[src/rtl/digit_pattern_matcher_macros.svh]
// ----------------------------------------------------------------------------
// digit pattern matcher assertion macros
// Shared concurrent assertion forms for the matcher modules.
// ----------------------------------------------------------------------------
`ifndef DIGIT_PATTERN_MATCHER_MACROS_SVH
`define DIGIT_PATTERN_MATCHER_MACROS_SVH

// same-cycle implication, disabled while reset is asserted
`define DPM_ASSERT_IMP(lbl, clk_s, rstn_s, ante, cons) \
	lbl: assert property (@(posedge clk_s) disable iff (!rstn_s) (ante) |-> (cons)) \
		else $error("dpm assertion failed");

// next-cycle implication, disabled while reset is asserted
`define DPM_ASSERT_NEXT(lbl, clk_s, rstn_s, ante, cons) \
	lbl: assert property (@(posedge clk_s) disable iff (!rstn_s) (ante) |=> (cons)) \
		else $error("dpm assertion failed");

`endif

[src/rtl/dpm_pkg.sv]
// ----------------------------------------------------------------------------
// dpm_pkg
// Types, codes and defaults shared by the digit pattern matcher modules.
// ----------------------------------------------------------------------------
package dpm_pkg;

	localparam int MAX_NODES_DEF = 1024;
	localparam int ALPHABET_DEF  = 10;
	localparam int NODE_OUT_W    = 10;

	typedef enum logic [2:0] {
		OPC_CLEAR   = 3'd0,
		OPC_INSERT  = 3'd1,
		OPC_END     = 3'd2,
		OPC_BUILD   = 3'd3,
		OPC_RESTART = 3'd4,
		OPC_MATCH   = 3'd5
	} opc_t;

	typedef enum logic [1:0] {
		ST_OK    = 2'd0,
		ST_FULL  = 2'd1,
		ST_DIGIT = 2'd2,
		ST_PHASE = 2'd3
	} status_t;

	typedef struct packed {
		logic [2:0] opcode;
		logic [3:0] digit;
	} in_t;

	typedef struct packed {
		status_t               status;
		logic                  match_here;
		logic                  matched_any;
		logic [NODE_OUT_W-1:0] node;
	} out_t;

	// datapath micro-operations issued by the controller
	typedef enum logic [4:0] {
		OP_NOP,
		OP_CAPTURE,
		OP_ERROR,
		OP_INIT_ROOT,
		OP_CLEAR,
		OP_RESTART,
		OP_RD_CURSOR,
		OP_RD_CURRENT,
		OP_INS_EDGE,
		OP_INS_FOLLOW,
		OP_INS_NEW,
		OP_END,
		OP_MAT_STEP,
		OP_MAT_OUT,
		OP_BLD_START,
		OP_BLD_POP,
		OP_BLD_DONE,
		OP_BLD_V,
		OP_BLD_LK,
		OP_BLD_ROW,
		OP_BLD_DIGIT,
		OP_BLD_WB,
		OP_RESULT
	} dp_op_t;

	typedef struct packed {
		dp_op_t  op;
		status_t st;
	} dp_cmd_t;

	typedef struct packed {
		logic [2:0] opcode;
		logic       built;
		logic       digit_bad;
		logic       child_zero;
		logic       full;
		logic       bfs_more;
		logic       digit_last;
	} dp_stat_t;

endpackage

[src/rtl/dpm_ctrl.sv]
// ----------------------------------------------------------------------------
// dpm_ctrl
// Sequencer for the matcher: handshakes, opcode dispatch and the build walk.
// ----------------------------------------------------------------------------
`include "digit_pattern_matcher_macros.svh"

module dpm_ctrl
	import dpm_pkg::*;
(
	input  logic     clk,
	input  logic     arst_n,
	input  logic     in_valid,
	output logic     in_ready,
	output logic     out_valid,
	input  logic     out_ready,
	input  dp_stat_t stat,
	output dp_cmd_t  cmd
);

	typedef enum logic [15:0] {
		S_INIT      = 16'h0001,
		S_IDLE      = 16'h0002,
		S_DISPATCH  = 16'h0004,
		S_INS_RD    = 16'h0008,
		S_INS_NEW   = 16'h0010,
		S_END_RD    = 16'h0020,
		S_MAT_RD    = 16'h0040,
		S_MAT_OUT   = 16'h0080,
		S_BLD_START = 16'h0100,
		S_BLD_POP   = 16'h0200,
		S_BLD_V     = 16'h0400,
		S_BLD_LK    = 16'h0800,
		S_BLD_ROW   = 16'h1000,
		S_BLD_DIGIT = 16'h2000,
		S_BLD_WB    = 16'h4000,
		S_FINISH    = 16'h8000
	} state_t;

	state_t state_q, state_d;
	logic   out_valid_q;
	logic   slot_free;

	assign in_ready  = state_q == S_IDLE;
	assign out_valid = out_valid_q;
	assign slot_free = !out_valid_q || out_ready;

	always_comb begin
		state_d = state_q;
		cmd.op  = OP_NOP;
		cmd.st  = ST_OK;
		unique case (state_q)
			S_INIT: begin
				cmd.op  = OP_INIT_ROOT;
				state_d = S_IDLE;
			end
			S_IDLE: begin
				if (in_valid) begin
					cmd.op  = OP_CAPTURE;
					state_d = S_DISPATCH;
				end
			end
			S_DISPATCH: begin
				state_d = S_FINISH;
				unique case (stat.opcode)
					OPC_CLEAR: begin
						cmd.op = OP_CLEAR;
					end
					OPC_INSERT: begin
						if (stat.built) begin
							cmd.op = OP_ERROR;
							cmd.st = ST_PHASE;
						end else if (stat.digit_bad) begin
							cmd.op = OP_ERROR;
							cmd.st = ST_DIGIT;
						end else begin
							cmd.op  = OP_RD_CURSOR;
							state_d = S_INS_RD;
						end
					end
					OPC_END: begin
						if (stat.built) begin
							cmd.op = OP_ERROR;
							cmd.st = ST_PHASE;
						end else begin
							cmd.op  = OP_RD_CURSOR;
							state_d = S_END_RD;
						end
					end
					OPC_BUILD: begin
						if (stat.built) begin
							cmd.op = OP_ERROR;
							cmd.st = ST_PHASE;
						end else begin
							state_d = S_BLD_START;
						end
					end
					OPC_RESTART: begin
						cmd.op = OP_RESTART;
					end
					OPC_MATCH: begin
						if (!stat.built) begin
							cmd.op = OP_ERROR;
							cmd.st = ST_PHASE;
						end else if (stat.digit_bad) begin
							cmd.op = OP_ERROR;
							cmd.st = ST_DIGIT;
						end else begin
							cmd.op  = OP_RD_CURRENT;
							state_d = S_MAT_RD;
						end
					end
					default: begin
					end
				endcase
			end
			S_INS_RD: begin
				priority if (!stat.child_zero) begin
					cmd.op  = OP_INS_FOLLOW;
					state_d = S_FINISH;
				end else if (stat.full) begin
					cmd.op  = OP_ERROR;
					cmd.st  = ST_FULL;
					state_d = S_FINISH;
				end else begin
					cmd.op  = OP_INS_EDGE;
					state_d = S_INS_NEW;
				end
			end
			S_INS_NEW: begin
				cmd.op  = OP_INS_NEW;
				state_d = S_FINISH;
			end
			S_END_RD: begin
				cmd.op  = OP_END;
				state_d = S_FINISH;
			end
			S_MAT_RD: begin
				cmd.op  = OP_MAT_STEP;
				state_d = S_MAT_OUT;
			end
			S_MAT_OUT: begin
				cmd.op  = OP_MAT_OUT;
				state_d = S_FINISH;
			end
			S_BLD_START: begin
				cmd.op  = OP_BLD_START;
				state_d = S_BLD_POP;
			end
			S_BLD_POP: begin
				if (stat.bfs_more) begin
					cmd.op  = OP_BLD_POP;
					state_d = S_BLD_V;
				end else begin
					cmd.op  = OP_BLD_DONE;
					state_d = S_FINISH;
				end
			end
			S_BLD_V: begin
				cmd.op  = OP_BLD_V;
				state_d = S_BLD_LK;
			end
			S_BLD_LK: begin
				cmd.op  = OP_BLD_LK;
				state_d = S_BLD_ROW;
			end
			S_BLD_ROW: begin
				cmd.op  = OP_BLD_ROW;
				state_d = S_BLD_DIGIT;
			end
			S_BLD_DIGIT: begin
				cmd.op = OP_BLD_DIGIT;
				if (stat.digit_last) begin
					state_d = S_BLD_WB;
				end
			end
			S_BLD_WB: begin
				cmd.op  = OP_BLD_WB;
				state_d = S_BLD_POP;
			end
			S_FINISH: begin
				// wait here until the result register can take the item
				if (slot_free) begin
					cmd.op  = OP_RESULT;
					state_d = S_IDLE;
				end
			end
			default: begin
				state_d = S_IDLE;
			end
		endcase
	end

	always_ff @(posedge clk or negedge arst_n) begin
		if (!arst_n) begin
			state_q     <= S_INIT;
			out_valid_q <= 1'b0;
		end else begin
			state_q <= state_d;
			if (cmd.op == OP_RESULT) begin
				out_valid_q <= 1'b1;
			end else if (out_ready) begin
				out_valid_q <= 1'b0;
			end
		end
	end

	`DPM_ASSERT_NEXT(a_accept_dispatch, clk, arst_n, in_valid && in_ready, state_q == S_DISPATCH)
	`DPM_ASSERT_IMP(a_result_slot, clk, arst_n, cmd.op == OP_RESULT, !out_valid_q || out_ready)
	`DPM_ASSERT_NEXT(a_result_shown, clk, arst_n, cmd.op == OP_RESULT, out_valid_q && state_q == S_IDLE)

endmodule

[config.mk]
export PLATFORM = sky130hd
export DESIGN_NAME = dpm_ctrl
export DESIGN_NICKNAME = d
export VERILOG_FILES = /design/src/rtl/dpm_pkg.sv /design/src/rtl/dpm_ctrl.sv
export VERILOG_INCLUDE_DIRS = /design/src /design/src/rtl
export SDC_FILE = /design/constraint.sdc
export NUM_CORES = 1
export LEC_CHECK = 0
export BUFFER_PORTS_ARGS = -buffer_cell sky130_fd_sc_hd__buf_2
export CORE_MARGIN = 3
export CORE_UTILIZATION = 50
export DETAILED_ROUTE_END_ITERATION = 10
export GPL_ROUTABILITY_DRIVEN = 0
export PLACE_DENSITY = 0.74
export SLEW_MARGIN = 30
export SYNTH_ARGS = -nofsm -noshare
export SYNTH_HDL_FRONTEND = slang
export SYNTH_SLANG_ARGS = --single-unit
[constraint.sdc]
create_clock -name clk -period 2 [get_ports clk]
set_input_delay 0.2 -clock clk [delete_from_list [all_inputs] [get_ports clk]]
set_output_delay 0.2 -clock clk [all_outputs]
set_load 0.02 [all_outputs]
==> impl_metrics.py <==
metrics = {
    "global_routing": {
        "grt_start_max_net_pins": 18,
        "antenna_found_initial": 0,
        "grt_pass1_wl_um": 7286,
        "overflow": 0,
        "grt_pass1_vias": 1529,
        "grt_usage_pct": 28.48,
    },
    "floorplanning": {
        "die_y_um": 58.52,
        "die_area_sq_um": 3424,
        "die_x_um": 58.52,
        "ios": 22,
        "num_rows": 18,
        "core_sq_um": 2545,
        "initial_core_util_pct": 54.18,
    },
    "power": {
        "p_leak_nw": 0.9002,
        "power_mw": 0.7882,
        "powerDensity_nw_per_um2": 393.2,
        "ir_drop_mv": 0.3658,
    },
    "route": {
        "drtIter0Drc": 123,
        "postRouteAntennaNets": 0,
        "vias": 1595,
        "vias_per_cell": 6.510,
        "drtPass1Iterations": 4,
        "wl_um": 4734,
        "drc": 0,
        "wire_per_inst_um": 19.32,
    },
    "timing": {
        "whs_ps": 155.1,
        "tightest_slew_ps": 490.4,
        "rsz0062_at_grt": "yes",
        "finalCritPeriodShare_pct": 120.3,
        "setup_viol": 10,
        "skew_ps": 0.8170,
        "period_minus_slack_ps": 2406,
        "clock.fmax_ghz": 0.4157,
        "slew_violations": 0,
        "setup_slack_ps": -405.7,
        "slew_headroom_pct": 66.46,
        "hold_viol": 0,
    },
    "worst_setup_path": {
        "start_kind": "flop",
        "reg2reg_depth": 8,
        "worstSetupPathType": "flop to primary output",
        "r2r_start": "state_q[13]",
        "critPathMaxFanout": 5,
        "cp.arrival_ps": 2210,
        "reg2reg_slack_ps": -130,
        "crit_path_end_kind": "primary output",
        "r2r_end": "state_q[1]",
        "required_ps": 1800,
    },
    "finish": {
        "syn_to_final_growth_pct": 45.37,
        "drive_above_1_share_pct": 44.19,
        "nNetsFinal": 229,
        "stdcell_area_sq_um": 2004,
        "n_antenna_cell": 0,
        "final_util_pct": 78.76,
    },
    "yosys": {
        "synth-seq-cells": 17,
        "synth_top_area_cell": "dfrtp_1",
        "yosys.cell_count.top_type": "dfrtp_1",
        "synthDominantCellAreaShare_pct": 29.04,
        "synth_edf_count": 0,
        "yosysUniqueCellTypes": 49,
        "synth.net_count": 171,
        "synthTopCellsByCount": "16 x dfrtp_1, 15 x nor2_1, 13 x nand2_1",
        "ys_warn_count": 0,
        "synth_flop_cell": "dfrtp_1",
        "synth_area_leaders": "dfrtp_1 29%, nor4_4 4.6%, nand2b_1 4.5%, nor2_1 4.1%, nand2_1 3.5%",
        "synthArstFlopShare_pct": 100.0,
        "syn_inst": 158,
        "syn_area_per_cell_sq_um": 8.727,
        "synth_area_sq_um": 1379,
        "seq_area_frac_synth_pct": 30.94,
    },
    "cts": {
        "cts_made_buffers": 3,
        "max-clock-path-buffers": 2,
        "clock_latency_ps": 300,
        "htree_num_levels": 1,
        "clk_pin_slew_ps": 110,
        "cts.sinks": 17,
        "cts_tree": "yes",
        "root_buffer": "clkbuf_4",
    },
    "min_path": {
        "hold_depth": 2,
        "hold_end": "state_q[5]",
        "hold_class": "input pin to flop",
        "hold_start": "stat[6]",
    },
    "flow_run": {
        "cap_violations": 0,
    },
    "run_status": {
        "violations": "setup timing",
        "status": "finished, violations left",
    },
    "placement": {
        "placed_area_sq_um": 1684,
        "hpwl_um": 3211,
        "port_buffers": 21,
    },
}
-- metal layers --
layer  up-vias  share of wire [%]  track usage, %
met2       105                 48           48.48
met3        34                8.8           4.605
li1        704                  -               -
met1       752                 38           35.39
met5         -                  0               0
met4         0                5.3           12.25
-- kinds of logic (layout without fill, tap and decap cells) --
family                    after synthesis  count (layout)  share of synthesized area, %
DFF                                    17              17                         30.94
buffers and inverters                  10              67                         4.536
and+or+nand+nor                        86              86                         40.20
AOI/OAI and AO/OA                      35              35                         18.06
muxes                                   2               2                         1.543
xor gates and xnor gates                7               7                         4.447
other                                   1               1                        0.2720
-- area by class of cell --
| class | count | area, sq um |
|---|---|---|
| timing repair buffer | 59 | 450.4 |
| fill | 156 | 540.5 |
| clock buffer | 3 | 22.52 |
| tap | 30 | 37.54 |
| multi-input combinational | 131 | 1047 |
| clock inverter | 1 | 5.005 |
| sequential | 17 | 426.7 |
| inverter | 4 | 15.01 |
-- critical path, cell delays in order (launching register included) --
cell,delay (ps)
dfrtp_1,440
nor4_4,440
nand4_1,330
nor3b_2,290
a2111oi_1,90
o2111ai_1,120
buf_4,190
-- worst max path at each step --
stage	endpoint	startpoint	slack [ps]
6_report	cmd[2]	state_q[13]	-410
5_1_grt	cmd[2]	state_q[1]	-510
4_1_cts	cmd[0]	state_q[15]	-270
3_3_place_gp	cmd[3]	state_q[13]	-1
3_5_place_dp	cmd[3]	state_q[13]	-40
2_1_floorplan	cmd[0]	state_q[13]	10
-- flip-flops by register name, indices dropped and copies added, names as in the netlist --
name       cells
out_valid      1
state_q       16
-- cells in the final DEF, fill, tap and decap left out, drive strengths merged, types with 3 or more instances in the layout --
master   count
nor3         7
o2111ai      3
xor2         5
inv          4
nor2        15
nand2       13
nor3b        5
nand3        3
a211oi       3
clkbuf       3
a21oi        6
nand3b       3
o21ai        7
nor2b        6
nor4         9
dfrtp       16
buf         58
nand4        5
nand2b      10
-- per-stage QoR --
step / instances / worst slack [ps] / setup TNS [ps]
after detailed placement: 230 / -39.58 / -74.78
after floorplan: 158 / 13.15 / 0
after global routing: 245 / -505.3 / -3557
after global placement: 230 / -1.482 / -1.482
final: 245 / -405.7 / -2689
after CTS: 242 / -269.5 / -1971
-- what timing repair did --
item | CTS | global route
setup endpoints to repair | 10 | 13
hold buffers | 1 | 0
setup buffers | 7 | 4
hold endpoints to repair | 16 | 0
pin swaps | 11 | 6
gates resized for setup | 33 | 13
-- where the power goes --
group	internal [mW]	total, mW	switching [mW]	leakage [nW]
Combinational	0.104	0.235	0.131	0.653
Clock	0.0747	0.197	0.122	0.0177
Sequential	0.350	0.356	0.00634	0.230
No activity file was read; power rests on OpenSTA's default activity.
